--- src/rtl/kz_ram.sv ---
// ----------------------------------------------------------------------------
// kz_ram
// Generic simple dual-port synchronous RAM (separate write and read addresses) with registered read.
// ----------------------------------------------------------------------------
module kz_ram #(
  parameter int unsigned Width = 64,
  parameter int unsigned Depth = 20
) (
  input  logic                     clk_i,
  input  logic                     we_i,
  input  logic [$clog2(Depth)-1:0] waddr_i,
  input  logic [Width-1:0]         wdata_i,
  input  logic [$clog2(Depth)-1:0] raddr_i,
  output logic [Width-1:0]         rdata_o
);
  logic [Width-1:0] mem_q [Depth];

  always_ff @(posedge clk_i) begin
    if (we_i) mem_q[waddr_i] <= wdata_i;
    rdata_o <= mem_q[raddr_i];
  end
endmodule

--- config.mk ---
export PLATFORM = sky130hd
export DESIGN_NAME = kz_ram
export DESIGN_NICKNAME = d
export VERILOG_FILES = /design/src/rtl/kz_ram.sv
export SDC_FILE = /design/constraint.sdc
export NUM_CORES = 1
export LEC_CHECK = 0
export ABC_AREA = 1
export BUFFER_PORTS_ARGS = -buffer_cell sky130_fd_sc_hd__buf_2
export CORE_ASPECT_RATIO = 1.5
export CORE_MARGIN = 2
export CORE_UTILIZATION = 30
export DETAILED_ROUTE_END_ITERATION = 6
export PLACE_DENSITY = 0.47
export SYNTH_ARGS = -nofsm -noshare
export SYNTH_HDL_FRONTEND = slang
export SYNTH_SLANG_ARGS = --single-unit
--- constraint.sdc ---
create_clock -name clk_i -period 4.9 [get_ports clk_i]
set_input_delay 0.735 -clock clk_i [delete_from_list [all_inputs] [get_ports clk_i]]
set_output_delay 0.735 -clock clk_i [all_outputs]
set_load 0.02 [all_outputs]
==> flow_summary.ini <==
[sta]
hold_viol_final = 0
worst_pin_slew_ps = 1020
slew_headroom_pct = 32.1
slew_violations = 0
period_needed_ps = 2530
min_period_over_period_pct = 51.6
fin_skew_ps = 15.2
fin_setup_tns_ps = 0
setup_ws_ps = 2370
timing.fmax_mhz = 396
whs_ps = 401
setup_viol = 0
rsz0062_at_grt = false

[drt]
vias = 32900
ant_nets = 0
dr.pass1.iters = 7
first_iter_violations = 2610
routed_via_density = 4.89
wirelength_mm = 154
drc = 6
wl_per_cell_um = 22.8

[clock_tree]
numCtsBuffers = 121
path_clk_slew_ps = 60
cts_setup_buffers = 0
cts_root_buf = clkbuf_16
postCtsHoldBufs = 0
cts.sinks = 1344
cts_resized = 0
clk_path_buf_depth = 3
htree_levels = 3
clk_latency_ps = 740
cts_tree = built

[synth]
syn_area_per_cell_sq_um = 12.2
synth_area_leader_cell = edfxtp_1
yosysSeqAreaShare_pct = 76.1
yosysUniqueCellTypes = 15
ys_ff_latch = 1344
ys_warn_count = 0
synth.cell_area_sq_mm = 0.0522
synth_cells = 4273
yosys.area.top_type_share_pct = 73.6
synth.area.top_cells = edfxtp_1 74%, nand2_1 11%, nand3_1 7.4%
synth.net_count = 4349

[critical_path]
worstPathRequired_ps = 5580
startpoint_type = input pin
cp-end-kind = flip-flop
path_max_fanout = 112
critPathArrivalTime_ps = 3210
crit_type = in -> reg

[layout]
drive_gt1_share_pct = 9.54
layout_common_cells = 1536 x nand2_1, 1280 x edfxtp_1, 777 x nand3_1
syn_to_final_growth_pct = 14.4
final_common_cell = nand2_1
multiInputGateArea_sq_mm = 0.0114
regArea_sq_mm = 0.0397
n_fill_cell = 16800
fin_nets = 4425

[die]
row_count = 187
core_area_sq_mm = 0.173
die_height_um = 515
num_io_pins = 140
die_x_um = 345
die_area_sq_mm = 0.177
initial_core_util_pct = 30.2

[placement]
portBuffers = 139
pre_cts_slack_ps = 1620
dp_hpwl_mm = 77.2
gp_congestion = 0.722

[global_routing]
grt_pass1_wl_mm = 225
grtUsageTotal_pct = 17.2
grt-ovfl-total = 0
grt_antenna_before_repair = 26
grt_max_degree = 188
grt_pass1_vias = 32700

[power]
p_per_area_mw_per_mm2 = 400
peakVddDrop_mv = 0.278
power_leakage_nw = 21.2

[worst_hold_path]
hold_class = in -> reg

[outcome]
violations = design-rule violations
status = finished, violations left

[job]
maxCapViolations = 0
==> power by group <==
part           total, mW  switching, mW  internal (mW)
clock               9.62           4.23           5.39
sequential          12.8         0.0746           12.8
combinational       1.46           1.09          0.369
total               23.9           5.39           18.5
==> worst max-delay path, cell delays in order <==
cell	delay, ps
buf_8	220
inv_8	720
buf_4	360
buf_4	330
nand2_1	90
nand3_1	80
nand3_1	90
nand2_1	90
nand2_1	50
nand2_1	90
nand2_1	70
nand2_1	60
==> registers in the layout, summed over array words and instances (netlist names) <==
name,flops
mem_q,1280
rdata_o,64
==> logic make-up after synthesis <==
family | Yosys count | synth area share (%)
AO/OA/AOI/OAI | 192 | 1.99
buffers and inverters | 276 | 2.40
flip-flops | 1344 | 76.1
AND/OR/NAND/NOR | 2461 | 19.6
==> through the flow <==
step	power (mW)	instance area, sq um	std cells	util [%]
6_report	23.9	59700	6730	34.5
5_1_grt	24.7	59700	6728	34.5
4_1_cts	24.2	59700	6723	34.5
3_5_place_dp	14.6	55700	6494	32.2
3_3_place_gp	14.6	55700	6494	32.2
2_1_floorplan	13.9	52200	4273	-
==> worst paths after layout <==
| check | start | endpoint | slack [ps] | cells after the start |
|---|---|---|---|---|
| max | raddr_i[0] | rdata_o[8] | 2370 | 12 |
| min | wdata_i[60] | mem_q[18][60] | 400 | 1 |
| max reg2reg | mem_q[1][22] | rdata_o[22] | 3660 | 8 |
| min reg2reg | mem_q[16][6] | rdata_o[6] | 610 | 4 |
==> routing by layer <==
layer / GRT usage, % / vias to the layer above / part of all wire (%)
li1: - / 15200 / -
met2: 29.7 / 822 / 50
met3: 2.60 / 237 / 4.9
met1: 22.3 / 16600 / 43
met4: 5.00 / 16 / 2.3
met5: 0 / - / 0.067
==> synth_stat cells <==
cell,instances
inv_1,6
o21ai_0,128
buf_2,129
buf_4,11
nor2_1,148
nand3_1,777
dfxtp_1,64
nand2_1,1536
buf_6,2
inv_2,3
edfxtp_1,1280
o22ai_1,64
buf_1,32
clkbuf_1,92
clkinv_1,1
==> cell type report <==
type	count	area share, %
flip-flops and latches	1344	66.5
multi-input cells	2653	19.1
clock buffers	171	5.81
well taps	2268	4.75
repair buffers	219	2.85
clock inverters	58	0.869
inverters	10	0.105
diodes	7	0.0293
Power figures use the tool's default switching activity.
