$ cat src/rtl/kz_pkg.sv
// ----------------------------------------------------------------------------
// kz_pkg
// Constants, S-box and GF(2^8) helpers for the Kuznyechik cipher.
// ----------------------------------------------------------------------------
package kz_pkg;
  localparam int unsigned BlkW   = 128;
  localparam int unsigned WordW  = 64;
  localparam int unsigned RkDepth = 20;
  localparam int unsigned RkAw   = 5;
  localparam int unsigned CfgAw  = 3;

  localparam logic [CfgAw-1:0] RegKey0 = 3'd0;
  localparam logic [CfgAw-1:0] RegKey1 = 3'd1;
  localparam logic [CfgAw-1:0] RegKey2 = 3'd2;
  localparam logic [CfgAw-1:0] RegKey3 = 3'd3;
  localparam logic [CfgAw-1:0] RegMode = 3'd4;
  localparam logic [CfgAw-1:0] RegIv   = 3'd5;

  localparam logic [7:0] Poly = 8'hC3;

  localparam logic [7:0] Sbox [256] = '{
    8'hFC,8'hEE,8'hDD,8'h11,8'hCF,8'h6E,8'h31,8'h16,8'hFB,8'hC4,8'hFA,8'hDA,8'h23,8'hC5,8'h04,8'h4D,
    8'hE9,8'h77,8'hF0,8'hDB,8'h93,8'h2E,8'h99,8'hBA,8'h17,8'h36,8'hF1,8'hBB,8'h14,8'hCD,8'h5F,8'hC1,
    8'hF9,8'h18,8'h65,8'h5A,8'hE2,8'h5C,8'hEF,8'h21,8'h81,8'h1C,8'h3C,8'h42,8'h8B,8'h01,8'h8E,8'h4F,
    8'h05,8'h84,8'h02,8'hAE,8'hE3,8'h6A,8'h8F,8'hA0,8'h06,8'h0B,8'hED,8'h98,8'h7F,8'hD4,8'hD3,8'h1F,
    8'hEB,8'h34,8'h2C,8'h51,8'hEA,8'hC8,8'h48,8'hAB,8'hF2,8'h2A,8'h68,8'hA2,8'hFD,8'h3A,8'hCE,8'hCC,
    8'hB5,8'h70,8'h0E,8'h56,8'h08,8'h0C,8'h76,8'h12,8'hBF,8'h72,8'h13,8'h47,8'h9C,8'hB7,8'h5D,8'h87,
    8'h15,8'hA1,8'h96,8'h29,8'h10,8'h7B,8'h9A,8'hC7,8'hF3,8'h91,8'h78,8'h6F,8'h9D,8'h9E,8'hB2,8'hB1,
    8'h32,8'h75,8'h19,8'h3D,8'hFF,8'h35,8'h8A,8'h7E,8'h6D,8'h54,8'hC6,8'h80,8'hC3,8'hBD,8'h0D,8'h57,
    8'hDF,8'hF5,8'h24,8'hA9,8'h3E,8'hA8,8'h43,8'hC9,8'hD7,8'h79,8'hD6,8'hF6,8'h7C,8'h22,8'hB9,8'h03,
    8'hE0,8'h0F,8'hEC,8'hDE,8'h7A,8'h94,8'hB0,8'hBC,8'hDC,8'hE8,8'h28,8'h50,8'h4E,8'h33,8'h0A,8'h4A,
    8'hA7,8'h97,8'h60,8'h73,8'h1E,8'h00,8'h62,8'h44,8'h1A,8'hB8,8'h38,8'h82,8'h64,8'h9F,8'h26,8'h41,
    8'hAD,8'h45,8'h46,8'h92,8'h27,8'h5E,8'h55,8'h2F,8'h8C,8'hA3,8'hA5,8'h7D,8'h69,8'hD5,8'h95,8'h3B,
    8'h07,8'h58,8'hB3,8'h40,8'h86,8'hAC,8'h1D,8'hF7,8'h30,8'h37,8'h6B,8'hE4,8'h88,8'hD9,8'hE7,8'h89,
    8'hE1,8'h1B,8'h83,8'h49,8'h4C,8'h3F,8'hF8,8'hFE,8'h8D,8'h53,8'hAA,8'h90,8'hCA,8'hD8,8'h85,8'h61,
    8'h20,8'h71,8'h67,8'hA4,8'h2D,8'h2B,8'h09,8'h5B,8'hCB,8'h9B,8'h25,8'hD0,8'hBE,8'hE5,8'h6C,8'h52,
    8'h59,8'hA6,8'h74,8'hD2,8'hE6,8'hF4,8'hB4,8'hC0,8'hD1,8'h66,8'hAF,8'hC2,8'h39,8'h4B,8'h63,8'hB6
  };

  localparam logic [7:0] LinCoef [16] = '{
    8'd1, 8'd148, 8'd32, 8'd133, 8'd16, 8'd194, 8'd192, 8'd1,
    8'd251, 8'd1, 8'd192, 8'd194, 8'd16, 8'd133, 8'd32, 8'd148
  };

  function automatic logic [7:0] gf_mul(input logic [7:0] a, input logic [7:0] b);
    logic [7:0] r;
    logic [7:0] x;
    r = '0;
    x = a;
    for (int k = 0; k < 8; k++) begin
      if (b[k]) r ^= x;
      x = x[7] ? ({x[6:0], 1'b0} ^ Poly) : {x[6:0], 1'b0};
    end
    return r;
  endfunction

  // one step of the LFSR form of L
  function automatic logic [BlkW-1:0] r_step(input logic [BlkW-1:0] v);
    logic [7:0] acc;
    acc = '0;
    for (int i = 0; i < 16; i++) acc ^= gf_mul(v[8*i +: 8], LinCoef[i]);
    return {acc, v[BlkW-1:8]};
  endfunction

  function automatic logic [BlkW-1:0] sub_bytes(input logic [BlkW-1:0] v);
    logic [BlkW-1:0] o;
    for (int i = 0; i < 16; i++) o[8*i +: 8] = Sbox[v[8*i +: 8]];
    return o;
  endfunction
endpackage

$ cat src/rtl/kz_lin.sv
// ----------------------------------------------------------------------------
// kz_lin
// Linear layer L as sixteen LFSR steps, four per cycle, with start/done.
// ----------------------------------------------------------------------------
module kz_lin (
  input  logic                    clk_i,
  input  logic                    rst_ni,
  input  logic                    start_i,
  input  logic [kz_pkg::BlkW-1:0] data_i,
  output logic                    done_o,
  output logic [kz_pkg::BlkW-1:0] data_o
);
  logic [kz_pkg::BlkW-1:0] v_q;
  logic [1:0] cnt_q;
  logic busy_q;
  logic [kz_pkg::BlkW-1:0] v4;

  always_comb begin
    v4 = kz_pkg::r_step(kz_pkg::r_step(kz_pkg::r_step(kz_pkg::r_step(
         start_i ? data_i : v_q))));
  end

  always_ff @(posedge clk_i or negedge rst_ni) begin
    if (!rst_ni) begin
      busy_q <= 1'b0;
      cnt_q  <= '0;
      done_o <= 1'b0;
    end else begin
      done_o <= 1'b0;
      if (start_i) begin
        busy_q <= 1'b1;
        cnt_q  <= 2'd1;
      end else if (busy_q) begin
        cnt_q <= cnt_q + 2'd1;
        if (cnt_q == 2'd3) begin
          busy_q <= 1'b0;
          done_o <= 1'b1;
        end
      end
    end
  end

  always_ff @(posedge clk_i) begin
    if (start_i || busy_q) v_q <= v4;
  end

  assign data_o = v_q;
endmodule

$ cat config.mk
export PLATFORM = sky130hd
export DESIGN_NAME = kz_lin
export DESIGN_NICKNAME = d
export VERILOG_FILES = /design/src/rtl/kz_pkg.sv /design/src/rtl/kz_lin.sv
export SDC_FILE = /design/constraint.sdc
export NUM_CORES = 1
export LEC_CHECK = 0
export BUFFER_PORTS_ARGS = -buffer_cell sky130_fd_sc_hd__buf_2
export CORE_MARGIN = 5
export CORE_UTILIZATION = 55
export DETAILED_ROUTE_END_ITERATION = 8
export GPL_TIMING_DRIVEN = 1
export PLACE_DENSITY_LB_ADDON = 0.05
export SLEW_MARGIN = 5
export SYNTH_ARGS = -nofsm -noshare
export SYNTH_HDL_FRONTEND = slang
export SYNTH_SLANG_ARGS = --single-unit
export TNS_END_PERCENT = 20
$ cat constraint.sdc
create_clock -name clk_i -period 5.2 [get_ports clk_i]
set_input_delay 0.52 -clock clk_i [delete_from_list [all_inputs] [get_ports clk_i]]
set_output_delay 0.52 -clock clk_i [all_outputs]
set_load 0.01 [all_outputs]
==> impl_metrics.toml, run 1 <==
[final_layout]
final_layout_size_suffix_gt1_share_pct = 45.9
finish.utilization_pct = 76.2
finalNetCount = 2455
post-route-cell-area_um2 = 26100
areaGrowthSynthToFinish_pct = 38.0

[setup_path]
worst_path_dominant_cell_family = "XOR/XNOR gates"
timing.critical_path.depth = 13
crit_end = "data_o[124]$_DFFE_PP_"
crit_top_cell = "sky130_fd_sc_hd__xnor3_1"
startpoint = "data_o[127]$_DFFE_PP_"
critPathMaxFanout = 3
cpMaxStageDelayCell = "sky130_fd_sc_hd__edfxtp_1"
rr_startpoint = "data_o[127]$_DFFE_PP_"
crit_buf_inv = 0
worst_r2r_path_depth = 13
crit_path_max_incr_delay_ns = 0.53
r2r_setup_slack_ns = -0.10
path_cells = "xor2_1, mux2i_2, xnor3_1, xor3_1, xor3_1, xnor3_1, xnor2_2, xnor3_1, xnor3_1, xnor3_2, xor2_2, xnor2_2, xnor3_1"
element_type_at_the_critical_path_start = "flop"
r2r_end = "data_o[124]$_DFFE_PP_"
worst_ep_arrival_time_ns = 5.51
worstPathRequired_ns = 5.41
worstSetupPathType = "reg2reg"
nature_of_the_critical_path_endpoint = "flop"

[synth]
synth_top_cell_area_share_pct = 24.2
post-synth-top-area-cell = "sky130_fd_sc_hd__xnor2_1"
synth_area_leaders = "sky130_fd_sc_hd__xnor2_1 (24%), sky130_fd_sc_hd__edfxtp_1 (20%), sky130_fd_sc_hd__xnor3_1 (20%), sky130_fd_sc_hd__xor2_1 (12%), sky130_fd_sc_hd__mux2i_1 (8.4%)"
synthesis.nets = 1656
synth.ff_latch_count = 132
dominant_register_cell_in_the_synthesized_netlist = "sky130_fd_sc_hd__edfxtp_1"
yosysWarningCount = 0
synthDistinctLibCells = 34
asyncSetResetFlopFracSynth_pct = 3.03
yosysMostFrequentCell = "sky130_fd_sc_hd__xnor2_1"
post_synth_inst_count = 1524
synth-edff-count = 128
synth.yosys.seq_area_share_pct = 20.8
synthesized_area_per_cell_um2 = 12.4
synth_common_cells = "sky130_fd_sc_hd__xnor2_1 (523), sky130_fd_sc_hd__xor2_1 (249), sky130_fd_sc_hd__xnor3_1 (164)"
post_synth_instance_area_um2 = 18900

[clock_network]
cts-htree-levels = 4
cts_root_buffer = "sky130_fd_sc_hd__clkbuf_16"
path_clk_slew_ns = 0.07
cts_made_buffers = 17
worst_skew_pair.late_latency_ns = 0.47
cts.sink_count = 132
cts_tree = "built"
clock_path_buffers = 2

[place]
dpl-instance-area_um2 = 25300
finalWeightedCongestion = 1.11
io_buffer_count = 259
post_detailed_placement_half_perimeter_wirelength_mm = 74.4

[global_routing]
overflow_left_after_global_routing = 0
grt_first_pass_wirelength_mm = 118
global_route.usage.total_pct = 44.7
first_global_vias = 16010
grt_antenna_before_repair = 1
maximum_number_of_pins_on_one_net_before_global_route_repair = 129

[job]
maxCapViolations = 0

[status]
violations = "setup timing"
run_status = "finished, violations left"

[timing]
grt_setup_unrepaired = "yes"
final_critical_path_setup_slack_ns = -0.101
setup_viol_count_final = 6
max_clock_freq_ghz = 0.189
fin_worst_skew_ns = 0.00951
max_slew.worst_pin.slew_ns = 0.815
maxSlewHeadroom_pct = 45.3
finalCritPeriodShare_pct = 102
finalHoldViolCount = 0
final_period_minus_worst_setup_slack_ns = 5.30
maxSlewViolCount = 0

[drt]
drc = 0
avgViaCountPerCell = 5.67
drt-total-wl_mm = 87.3
detailedRoute.firstIterationViolations = 2147
dr.pass1.iters = 5
detail_route.wl_per_cell_um = 31.3
routed-via-count = 15833
ant_nets = 0

[floorplan]
dieWidth_um = 196
die_height_um = 196
design.portCount = 260
floorplan.core_area_um2 = 34300
floorplan.die_area_um2 = 38200
initial_util_pct = 55.2
placement_rows = 68

[worst_hold_path]
timing.hold.worst.class = "in2async"
[cell families after synthesis]
logic type	count (synthesis)	share of synthesized area, %
compound gates	18	0.502
xor+xnor	989	61.0
fa+ha+maj	1	0.0661
buf+inv	126	3.60
flops	132	20.8
mux	234	13.5
simple gates	24	0.522
[registers in the layout, indices dropped and copies added, names as in the netlist]
name    cells
data_o    128
cnt_q       2
busy_q      1
done_o      1
[cell type report]
class | count | area (um2)
Fill cell | 2379 | 8160
Inverter | 54 | 203
Clock buffer | 19 | 433
Multi-Input combinational cell | 1266 | 14900
Tap cell | 455 | 569
Sequential cell | 132 | 3940
Antenna cell | 1 | 2.50
Timing Repair Buffer | 852 | 5910
Clock inverter | 13 | 150
[timing repair]
item	in CTS	in global routing
buffers inserted	6	7
setup endpoints to repair	7	7
endpoints found under the hold margin	4	0
hold buffers	1	0
gates resized for setup	18	15
pin swaps	10	7
[cell usage in the layout (no fill, tap or decap), types with 9 or more instances in the layout]
cell type and n:
sky130_fd_sc_hd__inv_1 53, sky130_fd_sc_hd__nand2_1 9, sky130_fd_sc_hd__edfxtp_1 128, sky130_fd_sc_hd__xor2_1 239, sky130_fd_sc_hd__xor2_2 18, sky130_fd_sc_hd__clkbuf_16 17
sky130_fd_sc_hd__a21oi_1 9, sky130_fd_sc_hd__mux2i_1 122, sky130_fd_sc_hd__xor3_1 20, sky130_fd_sc_hd__xnor3_1 154, sky130_fd_sc_hd__buf_4 579, sky130_fd_sc_hd__xnor2_1 498
sky130_fd_sc_hd__mux2i_4 25, sky130_fd_sc_hd__nor2_1 12, sky130_fd_sc_hd__xnor3_2 13, sky130_fd_sc_hd__mux2_2 51, sky130_fd_sc_hd__buf_12 11, sky130_fd_sc_hd__buf_2 258
sky130_fd_sc_hd__xnor2_2 38, sky130_fd_sc_hd__mux2i_2 36
[how the worst min path moves through the flow]
stage | start | depth (start not counted) | end | slack [ns]
3_5_place_dp | rst_ni | 1 | cnt_q[0]$_DFFE_PN0P_ | 0.33
4_1_cts | rst_ni | 2 | cnt_q[0]$_DFFE_PN0P_ | 0.35
2_1_floorplan | rst_ni | 0 | busy_q$_DFF_PN0_ | 0.22
5_1_grt | rst_ni | 2 | cnt_q[0]$_DFFE_PN0P_ | 0.40
3_3_place_gp | rst_ni | 1 | cnt_q[1]$_DFFE_PN0P_ | 0.32
6_report | rst_ni | 2 | cnt_q[0]$_DFFE_PN0P_ | 0.37
[metal layers]
layer	wire length (um)	global-route usage, %
met5	12	0
met4	7480	30.2
met3	10100	9.28
met2	38700	68.8
met1	31000	56.8
[metrics by stage]
| step | cells | hold WS (ns) | setup TNS, ns | setup WS [ns] |
|---|---|---|---|---|
| 6_report | 2792 | 0.373 | -0.363 | -0.101 |
| 2_1_floorplan | 1524 | 0.224 | -0.352 | -0.132 |
| 5_1_grt | 2791 | 0.396 | -0.651 | -0.155 |
| 3_5_place_dp | 2745 | 0.327 | -3.38 | -0.476 |
| 4_1_cts | 2784 | 0.351 | -0.0135 | -0.0135 |
| 3_3_place_gp | 2745 | 0.325 | -2.43 | -0.408 |
Power of run 1 is not shown: default switching activity piles up to over one toggle a cycle in this logic, so the estimate is an artifact.
==> inputs of run 2 (changes only) <==
--- a/config.mk
+++ b/config.mk
@@ -7,7 +7,7 @@
 export LEC_CHECK = 0
 export BUFFER_PORTS_ARGS = -buffer_cell sky130_fd_sc_hd__buf_2
 export CORE_MARGIN = 5
-export CORE_UTILIZATION = 55
+export CORE_UTILIZATION = 31
 export DETAILED_ROUTE_END_ITERATION = 8
 export GPL_TIMING_DRIVEN = 1
 export PLACE_DENSITY_LB_ADDON = 0.05
==> constraint.sdc (replaced) <==
create_clock -name clk_i -period 5.2 [get_ports clk_i]
set_input_delay 1.3 -clock clk_i [delete_from_list [all_inputs] [get_ports clk_i]]
set_output_delay 1.3 -clock clk_i [all_outputs]
set_load 0.01 [all_outputs]
==> run 2 against run 1 <==
Net effect:
- the run still ends with setup timing left
- setup slack got worse by 0.59 ns
- global-route usage decreased by 14 points
- clock skew increased by 0.0021 ns
- sequential share of layout area decreased by 1.4 points
- die area increased by 73%
- sequential cell count unchanged
- maximum frequency decreased by 10%
- utilization decreased by 29 points
==> impl_metrics.toml, run 2 (same netlist as run 1, synthesis figures left out) <==
[clock_network]
cts-hold-fix-buffers = 0
cts.sink_count = 132
cts-htree-levels = 4
clock_path_buffers = 2
worst_skew_pair.late_latency_ns = 0.50
cts_made_buffers = 17
path_clk_slew_ns = 0.07
cts_root_buffer = "sky130_fd_sc_hd__clkbuf_16"
cts_tree = "built"

[timing]
final_critical_path_setup_slack_ns = -0.692
max_slew.worst_pin.slew_ns = 0.912
max_clock_freq_ghz = 0.170
setup_viol_count_final = 13
final_period_minus_worst_setup_slack_ns = 5.89
fin_worst_skew_ns = 0.0116
finalCritPeriodShare_pct = 113
maxSlewViolCount = 0
grt_setup_unrepaired = "yes"
finalHoldViolCount = 0
maxSlewHeadroom_pct = 39.2

[final_layout]
areaGrowthSynthToFinish_pct = 52.2
post-route-cell-area_um2 = 28800
flip_flop_count_of_the_largest_register_all_copies_and_words_added = 128
most-common-layout-cells = "sky130_fd_sc_hd__buf_4 (798), sky130_fd_sc_hd__xnor2_1 (493), sky130_fd_sc_hd__buf_2 (258)"
finalNetCount = 2695
final_layout_size_suffix_gt1_share_pct = 52.1
finish.utilization_pct = 47.6
final_common_cell = "sky130_fd_sc_hd__buf_4"

[drt]
detailedRoute.firstIterationViolations = 1163
dr.pass1.iters = 5
ant_nets = 0
routed-via-count = 15513
detail_route.wl_per_cell_um = 31.1
drc = 0
avgViaCountPerCell = 4.62
drt-total-wl_mm = 105

[setup_path]
cpMaxStageDelayCell = "sky130_fd_sc_hd__xor3_2"
path_cells = "buf_2, xor3_2, xor3_1, mux2i_4, buf_4, xnor3_2, xnor3_1, xnor3_2, xnor2_2, inv_2, xnor3_1, xnor3_1, xnor3_2, xnor3_1, xor2_2, buf_4, xnor3_1"
nature_of_the_critical_path_endpoint = "flop"
worstSetupPathType = "in2reg"
r2r_setup_slack_ns = -0.53
worst_r2r_path_depth = 15
worstPathRequired_ns = 5.45
critPathMaxFanout = 3
crit_top_cell = "sky130_fd_sc_hd__xnor3_1"
crit_path_max_incr_delay_ns = 0.47
element_type_at_the_critical_path_start = "primary input"
worst_ep_arrival_time_ns = 6.14

[place]
finalWeightedCongestion = 1.00
dpl-instance-area_um2 = 27600
io_buffer_count = 259
preCtsSetupSlack_ns = -1.59
post_detailed_placement_half_perimeter_wirelength_mm = 92.3

[job]
maxCapViolations = 0

[floorplan]
design.portCount = 260
die_height_um = 257
dieWidth_um = 257
floorplan.die_area_um2 = 66100
placement_rows = 90
initial_util_pct = 31.3
floorplan.core_area_um2 = 60500

[global_routing]
grt_antenna_before_repair = 4
global_route.usage.total_pct = 30.9
overflow_left_after_global_routing = 0
first_global_vias = 16200
grt_first_pass_wirelength_mm = 138
maximum_number_of_pins_on_one_net_before_global_route_repair = 129

[status]
run_status = "finished, violations left"
violations = "setup timing"

[worst_hold_path]
worstHoldPathCells = 2
timing.hold.worst.class = "reg2reg"
-- run 2: critical path, delay by kind of cell --
family,cells,cell delay (ns)
buffers and inverters,4,0.52
muxes,1,0.26
xor gates and xnor gates,12,4.06
-- run 2: per-stage QoR --
step	TNS, ns	std cells	hold slack (ns)
after detailed placement	-22.50	3310	0.543
final	-5.51	3359	0.554
after global placement	-23.30	3310	0.506
after CTS	-4.96	3344	0.559
after floorplan	-7.71	1524	0.490
after global routing	-6.09	3358	0.564
-- run 2: final timing paths --
path / from / endpoint
max: data_i[94] / data_o[122]$_DFFE_PP_
min reg2reg: cnt_q[1]$_DFFE_PN0P_ / cnt_q[1]$_DFFE_PN0P_
max in group asynchronous: rst_ni / busy_q$_DFF_PN0_
min: cnt_q[1]$_DFFE_PN0P_ / cnt_q[1]$_DFFE_PN0P_
max reg2reg: data_o[124]$_DFFE_PP_ / data_o[120]$_DFFE_PP_
min in group asynchronous: rst_ni / cnt_q[0]$_DFFE_PN0P_
-- run 2: area by class of cell --
cell class	instances	area [um2]
clock inverter	14	173
timing repair buffer	1092	7950
antenna	1	2.50
fill	5746	31700
sequential	132	3940
clock buffer	18	429
multi-input combinational	1266	15100
inverter	54	203
tap	782	978
-- run 2: routing by layer --
layer	global-route usage (%)	routed length (um)	up-vias
met1	41.0	46000	7839
li1	-	-	7150
met4	8.87	3680	2
met5	0	7	-
met3	4.26	4170	104
met2	52.8	50700	418
-- run 2: timing repair --
item | in CTS | in global routing
buffers inserted | 2 | 13
setup endpoints to repair | 18 | 14
pin swaps | 10 | 15
cloned | 0 | 1
resized for setup | 52 | 27
Power of run 2 is left out for the same reason.
==> inputs of run 3 (changes only) <==
--- a/config.mk
+++ b/config.mk
@@ -5,8 +5,8 @@
 export SDC_FILE = /design/constraint.sdc
 export NUM_CORES = 1
 export LEC_CHECK = 0
-export BUFFER_PORTS_ARGS = -buffer_cell sky130_fd_sc_hd__buf_2
-export CORE_MARGIN = 5
+export BUFFER_PORTS_ARGS = -buffer_cell sky130_fd_sc_hd__buf_4
+export CORE_MARGIN = 1
 export CORE_UTILIZATION = 31
 export DETAILED_ROUTE_END_ITERATION = 8
 export GPL_TIMING_DRIVEN = 1
==> run 3 against run 2 <==
Net effect:
- the run still ends with setup timing left
- highest routed layer is now met4
- critical path depth is 1 higher
- via count rose by 0.54%
- worst hold slack worse by 0.019 ns
- setup slack improved by 0.045 ns
- cell area increased by 4.8%
- maximum frequency grew 0.78%
- die area is 6.1% lower
- largest cell class unchanged
==> impl_metrics.toml, run 3 (same netlist as run 1, synthesis figures left out) <==
[place]
io_buffer_count = 259
finalWeightedCongestion = 1.04
dpl-instance-area_um2 = 28200
post_detailed_placement_half_perimeter_wirelength_mm = 90.1

[setup_path]
worst_ep_arrival_time_ns = 6.08
element_type_at_the_critical_path_start = "primary input"
r2r_setup_slack_ns = -0.21
nature_of_the_critical_path_endpoint = "flop"
worstPathRequired_ns = 5.43
worstSetupPathType = "in2reg"
critPathMaxFanout = 7

[global_routing]
grt_first_pass_wirelength_mm = 140
first_global_vias = 16298
global_route.usage.met3_pct = 4.49
groute.layer.met2.usage_pct = 56.3
maximum_number_of_pins_on_one_net_before_global_route_repair = 129
met1_track_usage_gr_pct = 45.1
grt_antenna_before_repair = 1
globalRoute.busiestLayer = "met2"
global_route.usage.total_pct = 33.9
overflow_left_after_global_routing = 0

[floorplan]
dieWidth_um = 249
floorplan.die_area_um2 = 62100
initial_util_pct = 31.4
design.portCount = 260
die_height_um = 249
floorplan.core_area_um2 = 60400
placement_rows = 90

[clock_network]
cts.sink_count = 132
path_clk_slew_ns = 0.07
cts_root_buffer = "sky130_fd_sc_hd__clkbuf_16"
cts_tree = "built"
cts-htree-levels = 4
clock_path_buffers = 2
worst_skew_pair.late_latency_ns = 0.50
cts_made_buffers = 17

[final_layout]
finalNetCount = 2717
fillers = 5564
final_common_cell = "sky130_fd_sc_hd__buf_4"
post-route-cell-area_um2 = 30200
finish.utilization_pct = 50.0
most-common-layout-cells = "sky130_fd_sc_hd__buf_4 (1048), sky130_fd_sc_hd__xnor2_1 (475), sky130_fd_sc_hd__xor2_1 (230)"
areaGrowthSynthToFinish_pct = 59.4
final_layout_size_suffix_gt1_share_pct = 54.1
multi_input_comb_area_um2 = 15500
final-seq-area_um2 = 3940
flip_flop_count_of_the_largest_register_all_copies_and_words_added = 128

[drt]
drt-total-wl_mm = 104
detailedRoute.firstIterationViolations = 1149
ant_nets = 0
detail_route.wl_per_cell_um = 30.8
routed-via-count = 15597
drc = 0
dr.pass1.iters = 5
avgViaCountPerCell = 4.61

[timing]
maxSlewHeadroom_pct = 42.7
finalCritPeriodShare_pct = 112
setup_viol_count_final = 14
maxSlewViolCount = 0
grt_setup_unrepaired = "yes"
final_period_minus_worst_setup_slack_ns = 5.85
max_clock_freq_ghz = 0.171
fin_worst_skew_ns = 0.0184
final_critical_path_setup_slack_ns = -0.647
max_slew.worst_pin.slew_ns = 0.860
finalHoldViolCount = 0

[status]
violations = "setup timing"
run_status = "finished, violations left"

[job]
maxCapViolations = 0

[worst_hold_path]
timing.hold.worst.class = "reg2reg"
## run 3: cell count changes in the layout (fill, tap and decap cells not counted), sizes merged
cell      delta
clkbuf       -1
clkinv       +1
buf         +22
bufinv       -2
bufbuf       +1
diode        +1
clkinvlp     +1
## run 3: worst max-delay path, stage by stage
cell and delay [ns]:
sky130_fd_sc_hd__buf_16 0.15, sky130_fd_sc_hd__buf_16 0.14, sky130_fd_sc_hd__buf_12 0.11, sky130_fd_sc_hd__mux2i_2 0.22, sky130_fd_sc_hd__buf_6 0.20, sky130_fd_sc_hd__xnor2_1 0.15
sky130_fd_sc_hd__xnor2_1 0.16, sky130_fd_sc_hd__xnor3_2 0.36, sky130_fd_sc_hd__xnor2_2 0.22, sky130_fd_sc_hd__xnor3_2 0.50, sky130_fd_sc_hd__xor3_2 0.46, sky130_fd_sc_hd__xnor3_1 0.24
sky130_fd_sc_hd__buf_4 0.16, sky130_fd_sc_hd__xor3_2 0.43, sky130_fd_sc_hd__xnor3_2 0.45, sky130_fd_sc_hd__xnor3_1 0.29, sky130_fd_sc_hd__xor2_2 0.20, sky130_fd_sc_hd__xnor3_1 0.32
## run 3: layout make-up
| class | instances | share of cell area, % |
|---|---|---|
| Tap cell | 782 | 3.24 |
| Clock buffer | 18 | 1.46 |
| Multi-Input combinational cell | 1266 | 51.2 |
| Timing Repair Buffer | 1114 | 29.9 |
| Inverter | 54 | 0.684 |
| Sequential cell | 132 | 13.1 |
| Clock inverter | 14 | 0.468 |
| Antenna cell | 2 | 0.0166 |
## run 3: metrics by stage
stage,hold slack [ns],setup WS [ns],setup TNS (ns),std cells
floorplan,0.490,-0.912,-7.71,1524
global placement,0.506,-1.66,-25.18,3294
detailed placement,0.519,-1.65,-24.91,3294
CTS,0.538,-0.599,-4.50,3377
global route,0.572,-0.749,-6.33,3380
finish,0.535,-0.647,-5.17,3382
## run 3: final timing paths
path                                       startpoint                     to  depth (start not counted)
max in group asynchronous                      rst_ni       busy_q$_DFF_PN0_                          1
worst min register to register   cnt_q[1]$_DFFE_PN0P_   cnt_q[1]$_DFFE_PN0P_                          2
min in group asynchronous                      rst_ni   cnt_q[0]$_DFFE_PN0P_                          1
worst max-delay path                          start_i  data_o[124]$_DFFE_PP_                         18
worst max register to register  data_o[127]$_DFFE_PP_  data_o[124]$_DFFE_PP_                         17
worst min-delay path             cnt_q[1]$_DFFE_PN0P_   cnt_q[1]$_DFFE_PN0P_                          2
## run 3: what timing repair did
action,4_1_cts,5_1_grt
hold buffers,0,0
gates resized for setup,143,18
endpoints found under the setup margin,20,16
cloned,3,0
setup buffers,49,3
pin swaps,66,7
## run 3: per-layer routing
layer	routed length, um	vias to the layer above
met5	0	-
met4	3750	0
met3	4680	95
met2	49700	442
met1	46200	7880
li1	-	7180
Power of run 3 is left out for the same reason.
